<file path="src/rtl/text_console_cursor_engine_macros.svh">
// Assertion macros shared by the text console cursor engine RTL.
`ifndef TEXT_CONSOLE_CURSOR_ENGINE_MACROS_SVH
`define TEXT_CONSOLE_CURSOR_ENGINE_MACROS_SVH

// Same-cycle implication, disabled while reset is asserted.
`define TCCE_ASSERT_IMP(lbl, clk, rst_n, ante, cons, msg) \
    lbl: assert property (@(posedge clk) disable iff (!(rst_n)) (ante) |-> (cons)) \
        else $error(msg);

// Next-cycle implication, disabled while reset is asserted.
`define TCCE_ASSERT_NXT(lbl, clk, rst_n, ante, cons, msg) \
    lbl: assert property (@(posedge clk) disable iff (!(rst_n)) (ante) |=> (cons)) \
        else $error(msg);

`endif

</file>
<file path="src/rtl/tcce_pkg.sv">
// Package with types and constants of the text console cursor engine.
package tcce_pkg;

    localparam int LINE_CELLS_DEF   = 80;
    localparam int SCREEN_CELLS_DEF = 2000;
    localparam int CELL_SPACE       = 16384;
    localparam int VIEW_SPACE       = 32768;

    localparam int CELL_W      = 14;
    localparam int VIEW_W      = 15;
    localparam int CAP_W       = 16;
    localparam int CFG_DATA_W  = 15;
    localparam int CFG_INDEX_W = 1;
    localparam int IN_TDATA_W  = 32;
    localparam int OUT_TDATA_W = 64;

    localparam logic [7:0] CH_NUL       = 8'h00;
    localparam logic [7:0] CH_BACKSPACE = 8'h08;
    localparam logic [7:0] CH_NEWLINE   = 8'h0A;
    localparam logic [7:0] CH_BLANK     = 8'h20;

    typedef enum logic [1:0] {
        CMD_PUT_CHAR    = 2'd0,
        CMD_SCROLL_UP   = 2'd1,
        CMD_SCROLL_DOWN = 2'd2,
        CMD_CLEAR       = 2'd3
    } t_cmd;

    typedef enum logic [CFG_INDEX_W-1:0] {
        REG_BASE_CELL  = 1'b0,
        REG_CELL_LIMIT = 1'b1
    } t_reg_idx;

endpackage

</file>
<file path="src/rtl/text_console_cursor_engine.sv">
// Text console cursor and view engine: cursor, view start and cell writes per command.
//
//  channel   | dir | transfer contents
//  s_axis    | in  | command, char_code, color, line_count
//  m_axis    | out | write_enable, write_address, write_data, cursor_now, view_now,
//            |     | clear_request
//  i_cfg_*   | in  | register write: index 0 base_cell, index 1 cell_limit
//
// Each command goes through the input register, then the output register; one command
// can be accepted every cycle while the output is not stalled and no configuration is
// pending. The cursor and view update is one pass through the logic between the two.
// After reset and during and after each configuration write, s_axis_tready stays low
// while the region end, cap and line columns are recomputed. A stalled output holds
// its transfer, and the input side then holds as well.
module text_console_cursor_engine #(
    parameter int LINE_CELLS   = tcce_pkg::LINE_CELLS_DEF,
    parameter int SCREEN_CELLS = tcce_pkg::SCREEN_CELLS_DEF
) (
    input  logic                                i_clk,
    input  logic                                i_rst_n,
    input  logic                                i_cfg_we,
    input  logic [tcce_pkg::CFG_INDEX_W-1:0]    i_cfg_index,
    input  logic [tcce_pkg::CFG_DATA_W-1:0]     i_cfg_data,
    input  logic                                s_axis_tvalid,
    output logic                                s_axis_tready,
    // Fields from bit 0: command[2], char_code[8], color[8], line_count[8], zero pad.
    input  logic [tcce_pkg::IN_TDATA_W-1:0]     s_axis_tdata,
    output logic                                m_axis_tvalid,
    input  logic                                m_axis_tready,
    // Fields from bit 0: write_enable[1], write_address[14], write_data[16],
    // cursor_now[14], view_now[15], clear_request[1], zero pad.
    output logic [tcce_pkg::OUT_TDATA_W-1:0]    m_axis_tdata
);
    import tcce_pkg::*;

    `include "text_console_cursor_engine_macros.svh"

    localparam int CW      = $clog2(LINE_CELLS + 1);
    localparam int CW1     = CW + 1;
    localparam int SUM_W   = 17;
    localparam int RECIP   = 65536 / LINE_CELLS;
    localparam int SCR_MOD = SCREEN_CELLS % LINE_CELLS;
    localparam int TRC_MOD = VIEW_SPACE % LINE_CELLS;

    // Configuration registers and derived region values.
    logic [CELL_W-1:0] r_base;
    logic [VIEW_W-1:0] r_limit;
    logic [2:0]        r_cfg_busy;
    logic [CAP_W-1:0]  r_cap;
    logic [VIEW_W-1:0] r_end;
    logic [VIEW_W-1:0] r_bq;
    logic [VIEW_W-1:0] r_kq;
    logic [CW-1:0]     r_bcol;
    logic [CW-1:0]     r_kcol;

    logic [CAP_W-1:0]  n_cap;
    logic [31:0]       n_bprod;
    logic [31:0]       n_kprod;
    logic [CAP_W-1:0]  n_brem;
    logic [CAP_W-1:0]  n_krem;

    // Pipeline registers.
    logic              r_in_valid;
    t_cmd              r_in_cmd;
    logic [7:0]        r_in_char;
    logic [7:0]        r_in_color;
    logic [7:0]        r_in_lines;
    logic              r_out_valid;
    logic              r_out_we;
    logic [CELL_W-1:0] r_out_wa;
    logic [15:0]       r_out_wd;
    logic              r_out_clr;

    // Cursor and view state with their columns within a line.
    logic [CELL_W-1:0] r_cursor;
    logic [VIEW_W-1:0] r_view;
    logic [CW-1:0]     r_ccol;
    logic [CW-1:0]     r_vcol;

    logic [CELL_W-1:0] n_cursor;
    logic [VIEW_W-1:0] n_view;
    logic [CW-1:0]     n_ccol;
    logic [CW-1:0]     n_vcol;
    logic              n_we;
    logic [CELL_W-1:0] n_wa;
    logic [15:0]       n_wd;
    logic              n_clr;

    logic              cfg_idle;
    logic              advance;
    logic              in_xfer;

    function automatic logic [CW-1:0] col_sub(input logic [CW-1:0] a,
                                              input logic [CW-1:0] b);
        logic [CW1-1:0] t;
        if (a >= b) begin
            t = CW1'(a) - CW1'(b);
        end else begin
            t = CW1'(a) + CW1'(LINE_CELLS) - CW1'(b);
        end
        return t[CW-1:0];
    endfunction

    function automatic logic [CW-1:0] col_pad(input logic [CW-1:0] d);
        logic [CW-1:0] p;
        if (d == '0) begin
            p = '0;
        end else begin
            p = CW'(LINE_CELLS) - d;
        end
        return p;
    endfunction

    // Handshake control.
    assign cfg_idle      = !i_cfg_we && (r_cfg_busy == '0);
    assign advance       = !r_out_valid || m_axis_tready;
    assign s_axis_tready = cfg_idle && (!r_in_valid || advance);
    assign in_xfer       = s_axis_tvalid && s_axis_tready;
    assign m_axis_tvalid = r_out_valid;
    assign m_axis_tdata  = {3'b000, r_out_clr, r_view, r_cursor, r_out_wd, r_out_wa,
                            r_out_we};

    // Region values: cap and end, then the line column of base and truncated cap.
    always_comb begin
        n_cap   = CAP_W'(r_base) + CAP_W'(r_limit);
        n_bprod = 32'(r_base) * 32'(RECIP);
        n_kprod = 32'(r_cap[VIEW_W-1:0]) * 32'(RECIP);
        n_brem  = CAP_W'(r_base) - CAP_W'(32'(r_bq) * 32'(LINE_CELLS));
        n_krem  = CAP_W'(r_cap[VIEW_W-1:0]) - CAP_W'(32'(r_kq) * 32'(LINE_CELLS));
    end

    always_ff @(posedge i_clk) begin
        if (!i_rst_n) begin
            r_base     <= '0;
            r_limit    <= VIEW_W'(CELL_SPACE);
            r_cfg_busy <= '1;
        end else begin
            r_cfg_busy <= {r_cfg_busy[1:0], i_cfg_we};
            if (i_cfg_we) begin
                unique case (t_reg_idx'(i_cfg_index))
                    REG_BASE_CELL:  r_base  <= i_cfg_data[CELL_W-1:0];
                    REG_CELL_LIMIT: r_limit <= i_cfg_data;
                endcase
            end
        end
    end

    always_ff @(posedge i_clk) begin
        r_cap  <= n_cap;
        r_end  <= (n_cap > CAP_W'(CELL_SPACE)) ? VIEW_W'(CELL_SPACE) : n_cap[VIEW_W-1:0];
        r_bq   <= n_bprod[30:16];
        r_kq   <= n_kprod[30:16];
        r_bcol <= (n_brem >= CAP_W'(LINE_CELLS)) ? CW'(n_brem - CAP_W'(LINE_CELLS))
                                                 : CW'(n_brem);
        r_kcol <= (n_krem >= CAP_W'(LINE_CELLS)) ? CW'(n_krem - CAP_W'(LINE_CELLS))
                                                 : CW'(n_krem);
    end

    // One command: cursor move and cell write with the view following, a scroll, or a clear home.
    always_comb begin
        logic [CELL_W-1:0] c1;
        logic [CW-1:0]     col1;
        logic [CW-1:0]     pad;
        logic [SUM_W-1:0]  vd;
        logic [SUM_W-1:0]  lines;
        logic [SUM_W-1:0]  vs;

        c1       = r_cursor;
        col1     = r_ccol;
        pad      = '0;
        vd       = '0;
        lines    = SUM_W'(r_in_lines) * SUM_W'(LINE_CELLS);
        vs       = '0;
        n_cursor = r_cursor;
        n_view   = r_view;
        n_ccol   = r_ccol;
        n_vcol   = r_vcol;
        n_we     = 1'b0;
        n_wa     = '0;
        n_wd     = '0;
        n_clr    = 1'b0;

        unique case (r_in_cmd)
            CMD_PUT_CHAR: begin
                priority if (r_in_char == CH_NEWLINE) begin
                    if (SUM_W'(r_cursor) + SUM_W'(LINE_CELLS) < SUM_W'(r_end)) begin
                        c1   = CELL_W'(SUM_W'(r_cursor) + SUM_W'(LINE_CELLS)
                                       - SUM_W'(r_ccol));
                        col1 = '0;
                    end
                end else if (r_in_char == CH_BACKSPACE) begin
                    if (r_cursor > r_base) begin
                        c1   = r_cursor - CELL_W'(1);
                        col1 = (r_ccol == '0) ? CW'(LINE_CELLS - 1) : r_ccol - CW'(1);
                        n_we = 1'b1;
                        n_wa = c1;
                        n_wd = {r_in_color, CH_BLANK};
                    end
                end else if (r_in_char != CH_NUL) begin
                    if (SUM_W'(r_cursor) + SUM_W'(1) < SUM_W'(r_end)) begin
                        c1   = r_cursor + CELL_W'(1);
                        col1 = (r_ccol == CW'(LINE_CELLS - 1)) ? '0 : r_ccol + CW'(1);
                        n_we = 1'b1;
                        n_wa = r_cursor;
                        n_wd = {r_in_color, r_in_char};
                    end
                end else begin
                    c1 = r_cursor;
                end
                n_cursor = c1;
                n_ccol   = col1;
                if (VIEW_W'(c1) < r_view) begin
                    pad = col_pad(col_sub(r_vcol, col1));
                    if (SUM_W'(c1) >= SUM_W'(r_base) + SUM_W'(pad)) begin
                        n_view = VIEW_W'(SUM_W'(c1) - SUM_W'(pad));
                    end else begin
                        n_view = VIEW_W'(r_base);
                        n_vcol = r_bcol;
                    end
                end else if (SUM_W'(c1) > SUM_W'(r_view) + SUM_W'(SCREEN_CELLS)) begin
                    pad = col_pad(col_sub(col_sub(col1, r_vcol), CW'(SCR_MOD)));
                    vd  = SUM_W'(c1) + SUM_W'(pad) - SUM_W'(SCREEN_CELLS);
                    if (vd < SUM_W'(r_cap)) begin
                        n_view = VIEW_W'(vd);
                    end else begin
                        n_view = r_cap[VIEW_W-1:0];
                        n_vcol = r_kcol;
                    end
                end
            end
            CMD_SCROLL_UP: begin
                if (SUM_W'(r_view) >= SUM_W'(r_base) + lines) begin
                    n_view = VIEW_W'(SUM_W'(r_view) - lines);
                end else begin
                    n_view = VIEW_W'(r_base);
                    n_vcol = r_bcol;
                end
            end
            CMD_SCROLL_DOWN: begin
                vs = SUM_W'(r_view) + lines;
                if (vs < SUM_W'(r_cap)) begin
                    n_view = vs[VIEW_W-1:0];
                    if (vs[VIEW_W]) begin
                        n_vcol = col_sub(r_vcol, CW'(TRC_MOD));
                    end
                end else begin
                    n_view = r_cap[VIEW_W-1:0];
                    n_vcol = r_kcol;
                end
            end
            CMD_CLEAR: begin
                n_cursor = r_base;
                n_view   = VIEW_W'(r_base);
                n_ccol   = r_bcol;
                n_vcol   = r_bcol;
                n_clr    = 1'b1;
            end
        endcase
    end

    always_ff @(posedge i_clk) begin
        if (!i_rst_n) begin
            r_in_valid  <= 1'b0;
            r_out_valid <= 1'b0;
            r_cursor    <= '0;
            r_view      <= '0;
            r_ccol      <= '0;
            r_vcol      <= '0;
        end else begin
            if (in_xfer) begin
                r_in_valid <= 1'b1;
            end else if (advance) begin
                r_in_valid <= 1'b0;
            end
            if (advance) begin
                r_out_valid <= r_in_valid;
            end
            if (r_in_valid && advance) begin
                r_cursor <= n_cursor;
                r_view   <= n_view;
                r_ccol   <= n_ccol;
                r_vcol   <= n_vcol;
            end
        end
    end

    always_ff @(posedge i_clk) begin
        if (in_xfer) begin
            r_in_cmd   <= t_cmd'(s_axis_tdata[1:0]);
            r_in_char  <= s_axis_tdata[9:2];
            r_in_color <= s_axis_tdata[17:10];
            r_in_lines <= s_axis_tdata[25:18];
        end
        if (r_in_valid && advance) begin
            r_out_we  <= n_we;
            r_out_wa  <= n_wa;
            r_out_wd  <= n_wd;
            r_out_clr <= n_clr;
        end
    end

    `TCCE_ASSERT_IMP(a_col_range, i_clk, i_rst_n, 1'b1,
        (r_ccol < CW'(LINE_CELLS)) && (r_vcol < CW'(LINE_CELLS)),
        "cursor or view column out of range")
    `TCCE_ASSERT_IMP(a_write_at_cursor, i_clk, i_rst_n, r_out_valid && r_out_we,
        (r_out_wa == r_cursor) || (r_out_wa + CELL_W'(1) == r_cursor),
        "cell write not adjacent to the new cursor")
    `TCCE_ASSERT_IMP(a_clear_home, i_clk, i_rst_n, r_out_valid && r_out_clr,
        (VIEW_W'(r_cursor) == r_view) && !r_out_we,
        "clear did not home cursor and view")
    `TCCE_ASSERT_NXT(a_cfg_hold, i_clk, i_rst_n, i_cfg_we, !s_axis_tready,
        "input taken while region values are recomputed")

endmodule

</file>
<file path="config.mk">
export PLATFORM = sky130hd
export DESIGN_NAME = text_console_cursor_engine
export DESIGN_NICKNAME = d
export VERILOG_FILES = /design/src/rtl/tcce_pkg.sv /design/src/rtl/text_console_cursor_engine.sv
export VERILOG_INCLUDE_DIRS = /design/src /design/src/rtl
export SDC_FILE = /design/constraint.sdc
export NUM_CORES = 1
export LEC_CHECK = 0
export ABC_CLOCK_PERIOD_IN_PS = 13100
export BUFFER_PORTS_ARGS = -buffer_cell sky130_fd_sc_hd__buf_2
export CAP_MARGIN = 10
export CORE_UTILIZATION = 45
export CTS_CLUSTER_SIZE = 20
export DETAILED_ROUTE_END_ITERATION = 8
export GPL_ROUTABILITY_DRIVEN = 0
export PLACE_DENSITY_LB_ADDON = 0.12
export RECOVER_POWER = 100
export SLEW_MARGIN = 20
export SYNTH_ARGS = -nofsm -noshare
export SYNTH_HDL_FRONTEND = slang
export SYNTH_SLANG_ARGS = --single-unit
</file>
<file path="constraint.sdc">
create_clock -name i_clk -period 13.1 [get_ports i_clk]
set_input_delay 2.62 -clock i_clk [delete_from_list [all_inputs] [get_ports i_clk]]
set_output_delay 2.62 -clock i_clk [all_outputs]
set_load 0.05 [all_outputs]
</file>
==> flow_summary.rst <==
.. list-table::
   :header-rows: 1

   * - Metric
     - Value
   * - Data arrival time of the critical path
     - ~12000 ps
   * - Global-route wire length before repair
     - 115000 µm
   * - CP max-delay cell
     - dfxtp_1
   * - Power Dens Cells
     - between 90 and 100 nW/µm²
   * - Clock latency on the worst-skew pair
     - 500 ps
   * - Post-DR vias/cell
     - roughly 5.8
   * - Die boundary width
     - 234 µm
   * - Crit end category
     - register
   * - Clock skew after layout
     - 18.1 ps
   * - Type of the tightest min-delay check
     - register to register
   * - Power Total
     - 2450 µW
   * - Top FF cell, synth
     - dfxtp_1
   * - Total standard cell area after synthesis
     - 24200 µm²
   * - Avg Inst Size Synth
     - 8.49 µm²
   * - DRC Markers
     - 0
   * - Number of antenna violations at the first check in global routing
     - 0
   * - Pin slew with the least headroom to its limit
     - 3630 ps
   * - DP Wirelength
     - roughly 59000 µm
   * - Leading cell types by total area after synthesis
     - ha_1 25%, dfxtp_1 12%, fa_1 7.7%, edfxtp_1 7.2%, inv_1 5.4%
   * - FFs w/ async S/R, synth
     - 0%
   * - Largest buffer count on any clock path
     - 2
   * - CTS tree
     - yes
   * - Leading area contributor after synthesis
     - ha_1
   * - 1st-iter DRT viols
     - 1819
   * - Vias in the first global route
     - a little over 20000
   * - Chip height
     - 234 µm
   * - Setup repair after global routing missed its margin
     - false
   * - Part of the Yosys area used for sequential elements
     - about a fifth
   * - Utilization after layout
     - 49.5%
   * - Number of warnings issued by yosys
     - 0
   * - Root Buffer
     - clkbuf_16
   * - NumNets Final
     - ~3600
   * - Number of antenna diodes
     - 0
   * - Critical path start-end classification
     - register to register
   * - Relative slew margins
     - -142%
   * - Kind of launch point of the worst setup path
     - register
   * - Run status
     - complete, but fails checks
   * - IO buf count
     - 109
   * - Initial core utilization
     - 45.7%
   * - Total setup buffers inserted after CTS
     - 0
   * - Fill cells
     - 5106
   * - Congestion Overflow GR
     - 0
   * - Growth of design area from synthesis to finish
     - 8.16%
   * - Htree depth
     - 4
   * - Tmin final
     - 12090 ps
   * - Tcrit/Tclk final
     - between 90% and 100%
   * - Portion of synthesized cell area occupied by the leading cell type
     - 24.6%
   * - # placed instances
     - 3619
   * - Maximum operating frequency
     - 82.7 MHz
   * - Quantity of hold-fixing buffers added after cts
     - 0
   * - Max-cap violations
     - 5
   * - Total negative setup slack
     - 0 ps
   * - Layout cells sized above 1
     - around 5.2%
   * - Worst stage delay on the critical path
     - 840 ps
   * - Max Slew Vio Count
     - 194
   * - Violated checks
     - capacitance limit, slew limit
   * - Worst setup slack for register-to-register paths
     - 1010 ps
   * - # IOs
     - 119
   * - Post-CTS clock slew at the launch and capture registers of the worst setup and hold paths
     - 90 ps
   * - Die Outline Area
     - 54700 µm²
   * - Instance area after placement
     - 25700 µm²
   * - Detailed-route wire length
     - 74200 µm
   * - Average detailed-routed wire length per instance
     - 20.3 µm
   * - Most repeated library cell on the critical path
     - a21oi_1
   * - Clock buffer count from CTS
     - 17
   * - Hold Violations, Final
     - 0
   * - Leakage Power
     - 0.0122 µW
   * - Maximum VDD drop
     - between 150 and 200 µV
   * - Standard cell core area
     - 52900 µm²
   * - Total clock sinks
     - 197
   * - Count of state elements after synthesis
     - 197
   * - Total of cells resized after clock tree synthesis
     - 0
   * - Cell count after synthesis
     - 2849
   * - Maximum net fanout on the critical path
     - 17
   * - Finish-stage setup viols
     - 0
   * - Count of distinct cell types in the synthesized netlist
     - 80
   * - Maximum number of pins on one net before global-route repair
     - 79
   * - Count of flip-flops with a built-in enable after synthesis
     - between 50 and 60
   * - First-pass iteration count of the detailed router
     - 8
   * - Global-route usage over all layers
     - 27.6%
   * - Number of standard-cell rows in the floorplan
     - 84
   * - Number of non-filler instances in the completed layout
     - 3651
   * - Summed area of non-filler cells in the final layout
     - 26100 µm²
   * - Required time at the endpoint of the critical path
     - 13480 ps
   * - Antenna-violating nets left
     - 0
   * - Total number of vias
     - 21150
[cell usage in the layout, fill, tap and decap left out, types with 26 or more instances in the layout]
cell,instances
a21boi_0,50
a21o_1,65
a21oi_1,167
buf_2,46
buf_4,46
clkbuf_1,77
dfxtp_1,139
edfxtp_1,58
fa_1,93
ha_1,475
inv_1,348
mux2i_1,32
nand2_1,244
nand3_1,47
nor2_1,141
nor2b_1,43
nor3_1,47
o211ai_1,26
o21a_1,31
o21ai_0,156
o21bai_1,27
xnor2_1,126
xor2_1,55
[sequential cells by signal, summed over array words and instances (netlist names), 9 cells and up]
name      flops
r_view       15
r_limit      15
r_cap        16
r_base       14
r_cursor     14
r_out_wa     14
r_end        15
r_kq          9
r_out_wd     16
[cells in the mapped netlist (27+ instances only)]
| cell | instances |
|---|---|
| o21a_1 | 31 |
| mux2i_1 | 32 |
| nor3_1 | 47 |
| nor2b_1 | 43 |
| nand2_1 | 244 |
| o21bai_1 | 27 |
| xor2_1 | 55 |
| dfxtp_1 | 139 |
| edfxtp_1 | 58 |
| a21oi_1 | 167 |
| a21boi_0 | 50 |
| inv_1 | 348 |
| nor2_1 | 141 |
| ha_1 | 475 |
| clkbuf_1 | 75 |
| o21ai_0 | 155 |
| xnor2_1 | 126 |
| fa_1 | 93 |
| and2_1 | 39 |
| nand3_1 | 47 |
| a21o_1 | 65 |
[power by group]
| group | switching (µW) | leakage, µW | total, µW | internal, µW |
|---|---|---|---|---|
| logic | 658 | 0.0103 | 1190 | 528 |
| registers | 47.8 | 0.00164 | 715 | 667 |
| clock network | 288 | 0.000296 | 554 | 265 |
[path summary, 6_finish.rpt]
path	depth (start not counted)	from	end
min reg2reg	1	r_cfg_busy[1]	r_cfg_busy[2]
min	1	r_cfg_busy[1]	r_cfg_busy[2]
max reg2reg	50	r_cursor[3]	r_view[2]
max	50	r_cursor[3]	r_view[2]
[cell families (layout without fill, tap and decap cells)]
| logic type | count (synthesis) | after routing | share of synthesized area [%] |
|---|---|---|---|
| AOI/OAI and AO/OA | 724 | 724 | 19.9 |
| and+or+nand+nor | 700 | 700 | 13.9 |
| adders and majority gates | 568 | 568 | 32.3 |
| buffers and inverters | 438 | 550 | 6.93 |
| DFF | 197 | 197 | 18.7 |
| xor gates and xnor gates | 181 | 181 | 6.56 |
| muxes | 40 | 40 | 1.70 |
| other | 1 | 3 | 0.0155 |
[area by class of cell]
cell class | instances | area (µm²) | share of cell area [%]
well taps | 688 | 861 | 3.29
clock inverters | 15 | 179 | 0.684
multi-input cells | 2216 | 18000 | 68.8
flip-flops and latches | 197 | 4520 | 17.3
clock buffers | 17 | 425 | 1.63
repair buffers | 169 | 865 | 3.31
inverters | 349 | 1310 | 5.01
[metal layers]
metal  track usage, %  up-vias  routed length, µm  share of wire, %
met5                0        -                  0                 0
met4             12.8        0               3390               4.6
li1                 -    10221                  -                 -
met1             36.3     9986              32900                44
met3             3.27      168               4630               6.2
met2             45.2      775              33200                45
[metrics by stage]
stage | worst slack (ps) | hold WS (ps)
final | 1010 | 432
after CTS | 1270 | 439
after detailed placement | 1370 | 421
after global routing | 154 | 450
after floorplan | 2800 | 392
after global placement | 1470 | 413
[critical path, delay by kind of cell, from the launching register on]
kind	cells	cell delay, ps
and+or+nand+nor	13	2720
buffers and inverters	3	370
AOI/OAI and AO/OA	24	4780
xor gates and xnor gates	2	690
DFF	1	840
muxes	2	770
adders and majority gates	6	1810
(Power assumes the default switching activity.)
